<file path="config.mk">
export PLATFORM = sky130hd
export DESIGN_NAME = lru_block_buffer_cache_core_flat
export DESIGN_NICKNAME = d
export VERILOG_FILES = /design/src/rtl/lbc_pkg.sv /design/src/rtl/lbc_if.sv /design/src/rtl/lbc_ram.sv /design/src/rtl/lbc_ctrl.sv /design/src/rtl/lru_block_buffer_cache_core.sv /design/src/flat_wrapper.sv
export SDC_FILE = /design/constraint.sdc
export NUM_CORES = 2
export LEC_CHECK = 0
export CAP_MARGIN = 20
export CORE_MARGIN = 5
export CORE_UTILIZATION = 40
export CTS_CLUSTER_SIZE = 12
export DETAILED_ROUTE_END_ITERATION = 8
export DONT_BUFFER_PORTS = 1
export PLACE_DENSITY_LB_ADDON = 0.2
export SLEW_MARGIN = 20
export SYNTH_ARGS = -nofsm -noshare
export SYNTH_HDL_FRONTEND = slang
export SYNTH_SLANG_ARGS = --single-unit
</file>
<file path="constraint.sdc">
create_clock -name clk -period 19.4 [get_ports clk]
set_input_delay 3.88 -clock clk [delete_from_list [all_inputs] [get_ports clk]]
set_output_delay 3.88 -clock clk [all_outputs]
set_load 0.1 [all_outputs]
</file>
<file path="src/rtl/lbc_pkg.sv">
package lbc_pkg;

  localparam int ENTRIES_DEFAULT = 32;

  localparam int MODE_W    = 2;
  localparam int DEVICE_W  = 8;
  localparam int BLOCK_W   = 32;
  localparam int INDEX_W   = 5;
  localparam int TIME_W    = 32;
  localparam int COUNT_W   = 8;
  localparam int STATUS_W  = 2;

  localparam logic [MODE_W-1:0] MODE_ACQUIRE = 2'd0;
  localparam logic [MODE_W-1:0] MODE_RELEASE = 2'd1;
  localparam logic [MODE_W-1:0] MODE_PIN     = 2'd2;
  localparam logic [MODE_W-1:0] MODE_UNPIN   = 2'd3;

  localparam logic [STATUS_W-1:0] STATUS_OK      = 2'd0;
  localparam logic [STATUS_W-1:0] STATUS_NOFREE  = 2'd1;
  localparam logic [STATUS_W-1:0] STATUS_REFUSED = 2'd2;

  localparam logic [COUNT_W-1:0] COUNT_MAX = '1;

  typedef struct packed {
    logic [DEVICE_W-1:0] tag_device;
    logic [BLOCK_W-1:0]  tag_block;
    logic                contents_valid;
    logic [COUNT_W-1:0]  reference_count;
    logic [TIME_W-1:0]   last_use_time;
  } entry_t;

  typedef struct packed {
    logic [INDEX_W-1:0]  result_entry;
    logic                was_hit;
    logic                disk_read_needed;
    logic [STATUS_W-1:0] status;
  } rsp_t;

endpackage

</file>
<file path="src/rtl/lbc_if.sv">
interface lbc_req_if;
  logic                          valid;
  logic                          ready;
  logic [lbc_pkg::MODE_W-1:0]    mode;
  logic [lbc_pkg::DEVICE_W-1:0]  device;
  logic [lbc_pkg::BLOCK_W-1:0]   block_number;
  logic [lbc_pkg::INDEX_W-1:0]   entry_index;
  logic [lbc_pkg::TIME_W-1:0]    current_time;

  modport source (output valid, mode, device, block_number, entry_index, current_time,
                  input ready);
  modport sink (input valid, mode, device, block_number, entry_index, current_time,
                output ready);
endinterface

interface lbc_rsp_if;
  logic                          valid;
  logic                          ready;
  logic [lbc_pkg::INDEX_W-1:0]   result_entry;
  logic                          was_hit;
  logic                          disk_read_needed;
  logic [lbc_pkg::STATUS_W-1:0]  status;

  modport source (output valid, result_entry, was_hit, disk_read_needed, status,
                  input ready);
  modport sink (input valid, result_entry, was_hit, disk_read_needed, status,
                output ready);
endinterface

</file>
<file path="src/rtl/lbc_ram.sv">
module lbc_ram #(
  parameter int WIDTH = 8,
  parameter int DEPTH = 32,
  localparam int AW = $clog2(DEPTH)
) (
  input  logic             clk,
  input  logic             we,
  input  logic [AW-1:0]    waddr,
  input  logic [WIDTH-1:0] wdata,
  input  logic [AW-1:0]    raddr,
  output logic [WIDTH-1:0] rdata
);

  logic [WIDTH-1:0] mem [DEPTH];

  always_ff @(posedge clk) begin
    if (we) begin
      mem[waddr] <= wdata;
    end
    rdata <= mem[raddr];
  end

endmodule

</file>
<file path="src/rtl/lbc_ctrl.sv">
module lbc_ctrl #(
  parameter int ENTRIES = lbc_pkg::ENTRIES_DEFAULT,
  localparam int IDX_W = $clog2(ENTRIES)
) (
  input  logic              clk,
  input  logic              rst,
  lbc_req_if.sink           req,
  output logic              rsp_valid,
  input  logic              rsp_ready,
  output lbc_pkg::rsp_t     rsp_data,
  output logic              mem_we,
  output logic [IDX_W-1:0]  mem_waddr,
  output lbc_pkg::entry_t   mem_wdata,
  output logic [IDX_W-1:0]  mem_raddr,
  input  lbc_pkg::entry_t   mem_rdata
);

  typedef enum logic [2:0] {
    S_IDLE,
    S_SCAN,
    S_READ,
    S_MODIFY,
    S_DECIDE,
    S_OUT
  } state_t;

  state_t state;

  logic [lbc_pkg::MODE_W-1:0]   mode_q;
  logic [lbc_pkg::DEVICE_W-1:0] dev_q;
  logic [lbc_pkg::BLOCK_W-1:0]  blk_q;
  logic [lbc_pkg::INDEX_W-1:0]  idx_q;
  logic [lbc_pkg::TIME_W-1:0]   now_q;

  logic [IDX_W:0]   cnt;
  logic [IDX_W-1:0] raddr_q;
  logic [ENTRIES-1:0] written;

  logic                        hit_found;
  logic [IDX_W-1:0]            hit_addr;
  lbc_pkg::entry_t             hit_ent;
  logic                        vic_found;
  logic [IDX_W-1:0]            vic_addr;
  logic [lbc_pkg::TIME_W-1:0]  vic_time;

  lbc_pkg::entry_t  cur;
  lbc_pkg::rsp_t    res;
  logic [IDX_W-1:0] idx_addr;
  logic             accept;
  logic             idx_oob;
  logic             scan_last;
  logic             tag_match;
  logic             better_victim;

  assign req.ready = (state == S_IDLE) && !rst;
  assign accept    = req.valid && req.ready;
  assign rsp_valid = (state == S_OUT);
  assign idx_addr  = IDX_W'(idx_q);
  assign idx_oob   = (32'(req.entry_index) >= 32'(ENTRIES));
  assign scan_last = (cnt == (IDX_W+1)'(ENTRIES));
  assign mem_raddr = (state == S_SCAN) ? cnt[IDX_W-1:0] : idx_addr;

  // Entries never written since reset read as all zero
  assign cur = written[raddr_q] ? mem_rdata : '0;

  assign tag_match = (cur.tag_device == dev_q) && (cur.tag_block == blk_q);
  assign better_victim = (cur.reference_count == '0) &&
                         (!vic_found || (cur.last_use_time < vic_time));

  always_comb begin
    mem_we    = 1'b0;
    mem_waddr = idx_addr;
    mem_wdata = cur;
    res       = '0;
    case (state)
      S_DECIDE: begin
        if (hit_found) begin
          res.result_entry = lbc_pkg::INDEX_W'(hit_addr);
          res.was_hit      = 1'b1;
          mem_waddr        = hit_addr;
          mem_wdata        = hit_ent;
          if (hit_ent.reference_count == lbc_pkg::COUNT_MAX) begin
            res.status = lbc_pkg::STATUS_REFUSED;
          end else begin
            mem_we                    = 1'b1;
            mem_wdata.reference_count = hit_ent.reference_count + 1'b1;
            mem_wdata.contents_valid  = 1'b1;
            res.disk_read_needed      = !hit_ent.contents_valid;
            res.status                = lbc_pkg::STATUS_OK;
          end
        end else if (vic_found) begin
          mem_we                    = 1'b1;
          mem_waddr                 = vic_addr;
          mem_wdata.tag_device      = dev_q;
          mem_wdata.tag_block       = blk_q;
          mem_wdata.contents_valid  = 1'b1;
          mem_wdata.reference_count = lbc_pkg::COUNT_W'(1);
          mem_wdata.last_use_time   = vic_time;
          res.result_entry          = lbc_pkg::INDEX_W'(vic_addr);
          res.disk_read_needed      = 1'b1;
          res.status                = lbc_pkg::STATUS_OK;
        end else begin
          res.status = lbc_pkg::STATUS_NOFREE;
        end
      end
      S_MODIFY: begin
        res.result_entry = idx_q;
        res.status       = lbc_pkg::STATUS_OK;
        if (mode_q == lbc_pkg::MODE_PIN) begin
          if (cur.reference_count == lbc_pkg::COUNT_MAX) begin
            res.status = lbc_pkg::STATUS_REFUSED;
          end else begin
            mem_we                    = 1'b1;
            mem_wdata.reference_count = cur.reference_count + 1'b1;
          end
        end else if (cur.reference_count == '0) begin
          res.status = lbc_pkg::STATUS_REFUSED;
        end else begin
          mem_we                    = 1'b1;
          mem_wdata.reference_count = cur.reference_count - 1'b1;
          // stamp only when a release drops the last reference
          if (mode_q == lbc_pkg::MODE_RELEASE &&
              cur.reference_count == lbc_pkg::COUNT_W'(1)) begin
            mem_wdata.last_use_time = now_q;
          end
        end
      end
      default: begin
      end
    endcase
  end

  always_ff @(posedge clk) begin
    raddr_q <= mem_raddr;
    if (rst) begin
      state   <= S_IDLE;
      written <= '0;
    end else begin
      if (mem_we) begin
        written[mem_waddr] <= 1'b1;
      end
      case (state)
        S_IDLE: begin
          if (accept) begin
            mode_q    <= req.mode;
            dev_q     <= req.device;
            blk_q     <= req.block_number;
            idx_q     <= req.entry_index;
            now_q     <= req.current_time;
            cnt       <= '0;
            hit_found <= 1'b0;
            vic_found <= 1'b0;
            if (req.mode == lbc_pkg::MODE_ACQUIRE) begin
              state <= S_SCAN;
            end else if (idx_oob) begin
              rsp_data <= '{result_entry: req.entry_index, was_hit: 1'b0,
                            disk_read_needed: 1'b0, status: lbc_pkg::STATUS_REFUSED};
              state    <= S_OUT;
            end else begin
              state <= S_READ;
            end
          end
        end
        S_SCAN: begin
          // cnt issues the next read; raddr_q names the entry now on the data bus
          if (cnt != '0) begin
            if (!hit_found && tag_match) begin
              hit_found <= 1'b1;
              hit_addr  <= raddr_q;
              hit_ent   <= cur;
            end
            if (better_victim) begin
              vic_found <= 1'b1;
              vic_addr  <= raddr_q;
              vic_time  <= cur.last_use_time;
            end
          end
          if (scan_last) begin
            state <= S_DECIDE;
          end else begin
            cnt <= cnt + 1'b1;
          end
        end
        S_READ: begin
          state <= S_MODIFY;
        end
        S_MODIFY, S_DECIDE: begin
          rsp_data <= res;
          state    <= S_OUT;
        end
        S_OUT: begin
          if (rsp_ready) begin
            state <= S_IDLE;
          end
        end
        default: begin
          state <= S_IDLE;
        end
      endcase
    end
  end

endmodule

</file>
<file path="src/rtl/lru_block_buffer_cache_core.sv">
// Buffer cache tag table with LRU replacement of unreferenced entries.
// Requests come in on req (valid/ready): mode selects acquire, release, pin
// or unpin. Each request yields exactly one result on rsp (valid/ready):
// the granted or addressed entry, hit and disk-read marks, and a status.
// The table lives in one synchronous RAM; a row of per-entry written bits
// makes every entry read as zero after reset, so the table is usable in the
// first cycle after rst drops, with no clearing pass.
// Acquire walks every entry through the RAM read port, one per cycle,
// looking for the lowest matching tag and the oldest free entry at once,
// then writes back the chosen entry, unless the hit is refused or no entry
// is free. Release, pin and unpin take a single read-modify-write of the
// addressed entry. An entry index beyond the table is refused without a
// RAM read.
// A result sits in an output register; the engine takes the next request
// while that result waits. If the receiver keeps stalling, a second
// finished result holds in the engine and req.ready stays low until the
// output register frees up.
module lru_block_buffer_cache_core #(
  parameter int ENTRIES = lbc_pkg::ENTRIES_DEFAULT
) (
  input logic      clk,
  input logic      rst,
  lbc_req_if.sink  req,
  lbc_rsp_if.source rsp
);

  localparam int IDX_W = $clog2(ENTRIES);

  logic             eng_valid;
  logic             eng_ready;
  lbc_pkg::rsp_t    eng_data;
  logic             mem_we;
  logic [IDX_W-1:0] mem_waddr;
  logic [IDX_W-1:0] mem_raddr;
  lbc_pkg::entry_t  mem_wdata;
  lbc_pkg::entry_t  mem_rdata;

  logic             out_valid;
  lbc_pkg::rsp_t    out_data;

  lbc_ram #(
    .WIDTH ($bits(lbc_pkg::entry_t)),
    .DEPTH (ENTRIES)
  ) u_ram (
    .clk   (clk),
    .we    (mem_we),
    .waddr (mem_waddr),
    .wdata (mem_wdata),
    .raddr (mem_raddr),
    .rdata (mem_rdata)
  );

  lbc_ctrl #(
    .ENTRIES (ENTRIES)
  ) u_ctrl (
    .clk       (clk),
    .rst       (rst),
    .req       (req),
    .rsp_valid (eng_valid),
    .rsp_ready (eng_ready),
    .rsp_data  (eng_data),
    .mem_we    (mem_we),
    .mem_waddr (mem_waddr),
    .mem_wdata (mem_wdata),
    .mem_raddr (mem_raddr),
    .mem_rdata (mem_rdata)
  );

  assign eng_ready = !out_valid || rsp.ready;

  always_ff @(posedge clk) begin
    if (rst) begin
      out_valid <= 1'b0;
    end else if (eng_valid && eng_ready) begin
      out_valid <= 1'b1;
      out_data  <= eng_data;
    end else if (rsp.ready) begin
      out_valid <= 1'b0;
    end
  end

  assign rsp.valid            = out_valid;
  assign rsp.result_entry     = out_data.result_entry;
  assign rsp.was_hit          = out_data.was_hit;
  assign rsp.disk_read_needed = out_data.disk_read_needed;
  assign rsp.status           = out_data.status;

endmodule

</file>
<file path="src/flat_wrapper.sv">
// flat-port wrapper written by rule: the top's interface ports become plain ports
module lru_block_buffer_cache_core_flat 
#(
  parameter int ENTRIES = lbc_pkg::ENTRIES_DEFAULT
)
  (clk, rst, req_valid, req_mode, req_device, req_block_number, req_entry_index, req_current_time, req_ready, rsp_valid, rsp_result_entry, rsp_was_hit, rsp_disk_read_needed, rsp_status, rsp_ready);
  lbc_req_if req_i ();
  lbc_rsp_if rsp_i ();
  input logic clk;
  input logic rst;
  input wire logic [$bits(req_i.valid)-1:0] req_valid;
  input wire logic [$bits(req_i.mode)-1:0] req_mode;
  input wire logic [$bits(req_i.device)-1:0] req_device;
  input wire logic [$bits(req_i.block_number)-1:0] req_block_number;
  input wire logic [$bits(req_i.entry_index)-1:0] req_entry_index;
  input wire logic [$bits(req_i.current_time)-1:0] req_current_time;
  output wire logic [$bits(req_i.ready)-1:0] req_ready;
  output wire logic [$bits(rsp_i.valid)-1:0] rsp_valid;
  output wire logic [$bits(rsp_i.result_entry)-1:0] rsp_result_entry;
  output wire logic [$bits(rsp_i.was_hit)-1:0] rsp_was_hit;
  output wire logic [$bits(rsp_i.disk_read_needed)-1:0] rsp_disk_read_needed;
  output wire logic [$bits(rsp_i.status)-1:0] rsp_status;
  input wire logic [$bits(rsp_i.ready)-1:0] rsp_ready;
  assign req_i.valid = req_valid;
  assign req_i.mode = req_mode;
  assign req_i.device = req_device;
  assign req_i.block_number = req_block_number;
  assign req_i.entry_index = req_entry_index;
  assign req_i.current_time = req_current_time;
  assign req_ready = req_i.ready;
  assign rsp_valid = rsp_i.valid;
  assign rsp_result_entry = rsp_i.result_entry;
  assign rsp_was_hit = rsp_i.was_hit;
  assign rsp_disk_read_needed = rsp_i.disk_read_needed;
  assign rsp_status = rsp_i.status;
  assign rsp_i.ready = rsp_ready;
  lru_block_buffer_cache_core #(.ENTRIES(ENTRIES)) u_core (.clk(clk), .rst(rst), .req(req_i), .rsp(rsp_i));
endmodule
</file>
* Word level (Yosys, flattened, before mapping)
Memory sizes are Yosys's and may differ from the RTL's. A register that Yosys moved wholly into a read port is not among the register bits.
Index checks and enable logic that the tools add are counted.
** Operators by class
- Add/sub/neg operators :: 4
- $lt $le $gt $ge :: 4
- Equality and inequality tests :: 20
- Mux-type cells :: 57
- Bitwise operators :: 2
- Reduce and logical (&&, ||, !) cells :: 31
** Operator list (number)
- $mux 81 :: 3
- $pmux 40 s2 :: 1
- $mux 32 :: 2
- $mux 41 :: 1
- $mux 40 :: 1
- $eq 32x32->1 :: 1
- $lt 32x32->1 :: 1
- $or 32x32->32 :: 1
- $mux 5 :: 6
- $mux 1 :: 20
- $add 8x1->8 const B :: 2
- $eq 8x8->1 const B :: 2
- $mux 8 :: 2
- $pmux 3 s5 :: 1
- $lt 5x6->1 const B :: 2
- $mux 3 :: 4
- $mux 6 :: 2
- $pmux 6 s2 :: 1
- $reduce_and 4->1 :: 3
- $mux 2 :: 5
- $ne 2x2->1 const B :: 5
- $pmux 5 s2 :: 1
- $reduce_and 5->1 :: 2
- $mux 9 :: 1
- 28 further kinds :: 48
** Storage, ports and cells
- Register bits :: 269
- Memory bits (writable) :: 2592
- Output and inout port bits :: 11
- Memories :: 1
** Memory list
- u_core.u_ram.mem :: depth 32, bits a word 81, read ports 1, clocked after Yosys merged registers in 1, wr ports 1, RTL line lbc_ram.sv:14 : logic [WIDTH-1:0] mem [DEPTH];

* Depth between registers and ports, before layout
- Depth after elaboration :: 9
- Gate-level depth with buffers :: 22
- Mapped depth without buffers :: 16

* Cells and area by module
Synthesis repeated with hierarchy kept, for this count alone.
** Second synthesis, totals
- Cells, all modules :: 5935
- Area, all modules :: 113591.4 um2
** Modules (own cells, without submodules)
- lbc_ram :: instances 1, cells each 4755, area an instance 100138.5 um2, seq. area each 79456.2 um2
- lbc_ctrl :: instances 1, cells each 1166, area an instance 13127.6 um2, seq. area each 7377.1 um2
- lru_block_buffer_cache_core :: instances 1, cells each 14, area an instance 325.3 um2, seq. area each 290.3 um2

* Worst setup path before layout
Ideal clock, no wire load.
- Path type :: input -> output
- From :: input rst
- To :: output req_ready
- Arrival time :: 5671 ps
- Data required time :: 15520 ps
- Setup slack :: 9849 ps
- Stages on the path :: 3
- Cells stage by stage :: clkbuf_1 -> or3_1 -> nor2_1
** On the way
- Cells in the longest elaborated chain, start to end :: 2
** RTL lines
- start, declared :: RTL line flat_wrapper.sv:10 : input logic rst;
- $logic_not 1->1 :: RTL line lbc_ctrl.sv:55 : assign req.ready = (state == S_IDLE) && !rst;
- $logic_and 1x1->1 :: RTL line lbc_ctrl.sv:55
- end, declared :: RTL line flat_wrapper.sv:17 : output wire logic [$bits(req_i.ready)-1:0] req_ready;
Every way passes these cells.

* Final worst setup path
Ends and elaborated chain as after synthesis.

==> results list <==
- The run finished with clean final reports.
* P_sw: 0.004001 W
* Category of the worst setup path capture point: output pin
- Buffers inserted to repair hold after CTS numbered 0.
- Share of total power in the clock network: 37.8%
- The tightest min-delay check is of the flip-flop to flip-flop type.
* Post-Syn Instances: 9115
* Number of cells on the critical path: 2
- The worst register-to-register path ends at u_core.u_ram.mem[10][27].
- Cell area after placement: roughly 120000 sq um
- The total overflow left after global routing is 0.
- In this run the post-CTS setup repair buffer count came out at 0.
- Entering global routing, the biggest net connects between 200 and 250 pins.
- Longest individual stage delay on the worst path: 0.86 ns
* Class of the most critical setup path: primary input to output pin
- Number of I/O pins: between 90 and 100
- Startpoint of the worst-slack reg-to-reg timing path: u_core.u_ctrl.raddr_q[1]
- The clock tree synthesis step divided the H-tree into 5 levels.
- In this run the standard cell core region covers 291300 sq um.
* Proportion of power drawn by combinational gates: 12.7%
- Before antenna repair, the detailed router went through 7 iterations.
- Averaged over all synthesized cells, the footprint is 12.86 sq um.
- Clock-pin slew was measured on the worst setup and hold paths at 0.06 ns.
- Cell internal power dissipation: 0.01119 W
* Timing-limited maximum frequency: ~0.11 GHz
* Kind of launch point of the worst setup path: primary input
* Unrepaired setup endpoints after global routing: false
* CP Data Arrival Time: about 5.2 ns
* Total Routed Length: 349200 um
* Rel. slew slack: 21.90%
- In this run, synthesis inferred ~2800 flip-flops with an integrated enable.
- The worst path uses 46.67% of the clock period.
- In the synthesized netlist the async set-or-reset flop fraction comes to 0%.
* Critical path data required time: 15.52 ns
- For the worst-skew pair, the clock arrives at the later sink with an insertion delay of roughly 0.88 ns.
- HPWL after DPL: between 150000 and 200000 um
- Number of hold violations in the final report: 0
- Die Width: approximately 550 um
- Clock buffer count from CTS: 315
- Number of nets in the final layout: a little over 9000
- Worst supply voltage drop on vdd: 0.08328 mV
- MaxCap Viol Count: 0
- The tree is rooted in a clkbuf_16.
- Worst setup path start: rst
- Longest Clk Path Bufs: 4
- After detailed routing, the average wire length per cell comes to 26.62 um.
- Number of distinct library cells after synthesis: 74
* Syn_nets: 9236
- TritonCTS clock tree: yes
* Leakage: 45.61 nW
* Top library cells by usage in the layout, fill and taps aside: edfxtp_1, nand2_1, nand3_1, a311oi_1, clkbuf_16
- Global routing used 22.30% of the available tracks.
- The number of antenna violations at the first check in global routing is 15.
- Among all stages on the critical path, the largest delay is contributed by nor2_2.
* Top Family by Delay on Critical Path: simple AND/OR/NAND/NOR gates
- Number of setup violations in the final report: 0
- Worst-case clock skew: 0.05469 ns
- Seq pwr share: ~50%
- Clock sink count: 2942
- Vias in the first global route: 71983
* Full die area: between 300000 and 400000 sq um
- Layout cell share with drive strength beyond 1: about 7.1%
- The worst hold path passes through 0 cells.
* Sequential-to-total area share from yosys stat: 74.31%
- Number of I/O port buffers: 0
* Worst-case reg-to-reg path depth: 17
* Post-cts gate resize count: 0
- The detailed router placed 75118 vias in this run.
- Row cnt: 198
* Synthesized flop and latch total: 2942
- Design area: roughly 130000 sq um
* Internal reg-to-reg setup slack: 12.03 ns
* Net Sw Frac: 26.35%
* Last weighted congestion value of the routability-driven placer: 0.8006
- In this run the vertical extent of the chip is roughly 550 um.
* Time the worst path needs with I/O delays and setup: 9.053 ns
- The first global-routing pass estimated 505700 um of wire.
- Walking the worst path, the cells encountered are or3_1, nor2_2.
- Most used flip-flop cell after synthesis: edfxtp_1
- Leading cell type in the layout, fill and taps excluded: edfxtp_1
- After detailed routing, the number of vias per cell comes to approximately 5.7.
- Worst Max-Slew Pin Slew: 1.172 ns
- Worst setup path end: req_ready
* DRC marker count from the first detailed-route iteration: 8591
- Maximum fanout encountered on the critical timing path: 44
* Area growth from synthesis to layout: 12.01%
- The detail route stage leaves a number of antenna-violating nets equal to 0.
- After routing, the total negative slack on setup checks comes to 0 ns.
- The count of pins over their slew limit is 0.
* Number of warnings printed during yosys synthesis: 0
- Initial cell density of the core: between 40% and 50%
- Total standard cell area after synthesis: 117200 sq um
- # DRC: 0
- Buffers plus inverters on the worst setup path: 0
* Power per unit of standard cell area: 115.7 nW/um^2
[per-layer routing]
metal / wire (um) / GRT usage, %
met5: 0 / 0
met4: 11550 / 6.723
met3: 22750 / 2.918
met2: 166600 / 36.67
met1: 148300 / 31.07
[cell usage after synthesis (8+ instances only)]
library cell / number / area share (%)
nor2_1: 109 / 0.35
nor2b_1: 14 / 0.075
nor3_1: 13 / 0.055
inv_1: 155 / 0.50
o21ai_0: 25 / 0.11
a21oi_1: 60 / 0.26
nand2_1: 2702 / 8.7
buf_2: 159 / 0.68
clkbuf_1: 382 / 1.2
xor2_1: 14 / 0.10
a22oi_1: 26 / 0.17
mux2i_1: 13 / 0.11
buf_1: 66 / 0.21
a21o_1: 87 / 0.56
nand2b_1: 16 / 0.085
dfxtp_1: 122 / 2.1
a221o_1: 14 / 0.12
a222oi_1: 45 / 0.38
a311oi_1: 405 / 3.0
o22ai_1: 40 / 0.21
and2_1: 49 / 0.26
o221ai_1: 21 / 0.16
and3_1: 167 / 0.89
o21ai_1: 16 / 0.068
a21boi_0: 8 / 0.051
ha_1: 38 / 0.41
edfxtp_1: 2820 / 72
nand4_1: 19 / 0.10
xnor2_1: 8 / 0.060
a31oi_1: 90 / 0.48
nand3_1: 1311 / 5.6
[metrics by stage]
stage / util (%) / hold WS, ns / total power, W / instances / setup WS, ns
final: 45.07 / 0.4203 / 0.01519 / 13117 / 10.35
after global routing: 45.07 / 0.4367 / 0.01573 / 13115 / 10.33
after CTS: 45.04 / 0.4245 / 0.01528 / 13112 / 10.33
after detailed placement: 41.72 / 0.4111 / 0.009566 / 12554 / 10.34
after global placement: 41.69 / 0.4164 / 0.009526 / 12553 / 10.34
after floorplan: - / 0.4003 / 0.008844 / 9115 / 9.849
[final cells by class]
cell class	count	area, sq um
antenna	4	10.01
multi-input combinational	5397	27570
tap	3900	4880
clock inverter	93	878.3
sequential	2942	87120
clock buffer	465	8792
fill	26060	160000
timing repair buffer	158	1431
inverter	158	626.9
[registers in the layout (all words and copies together) (netlist names), 6 cells and up]
name                    count
u_core.u_ctrl.vic_time     32
u_core.u_ctrl.now_q        32
u_core.u_ctrl.hit_ent      81
u_core.u_ctrl.cnt           6
u_core.u_ctrl.dev_q         8
u_core.u_ctrl.rsp_data      9
u_core.u_ctrl.written      32
u_core.u_ram.mem         2592
u_core.u_ram.rdata         81
u_core.u_ctrl.blk_q        32
[power groups by stage]
| stage | sequential (W) | combinational [W] | clock, W |
|---|---|---|---|
| after global routing | 0.00753 | 0.00210 | 0.00610 |
| after CTS | 0.00752 | 0.00192 | 0.00584 |
| after detailed placement | 0.00766 | 0.00191 | 0 |
| final | 0.00752 | 0.00192 | 0.00574 |
| after global placement | 0.00766 | 0.00187 | 0 |
| after floorplan | 0.00759 | 0.00125 | 0 |
[how the worst min path moves through the flow]
stage,from,endpoint,slack (ns)
2_1_floorplan,u_core.u_ctrl.rsp_data[2],u_core.rsp.disk_read_needed,0.40
3_3_place_gp,u_core.u_ctrl.rsp_data[0],u_core.rsp.status[0],0.42
3_5_place_dp,u_core.u_ctrl.rsp_data[0],u_core.rsp.status[0],0.41
4_1_cts,u_core.u_ctrl.rsp_data[7],u_core.rsp.result_entry[3],0.42
5_1_grt,u_core.u_ctrl.rsp_data[7],u_core.rsp.result_entry[3],0.44
6_report,u_core.u_ctrl.rsp_data[7],u_core.rsp.result_entry[3],0.42
[cells by family after synthesis]
| group | count (synthesis) | synth area share (%) |
|---|---|---|
| AOI/OAI and AO/OA | 887 | 5.957 |
| buffers and inverters | 776 | 2.704 |
| and+or+nand+nor | 4431 | 16.28 |
| DFF | 2942 | 74.31 |
| adders and majority gates | 38 | 0.4056 |
| xor gates and xnor gates | 22 | 0.1644 |
| muxes | 19 | 0.1729 |
Power figures use the tool's default switching activity.
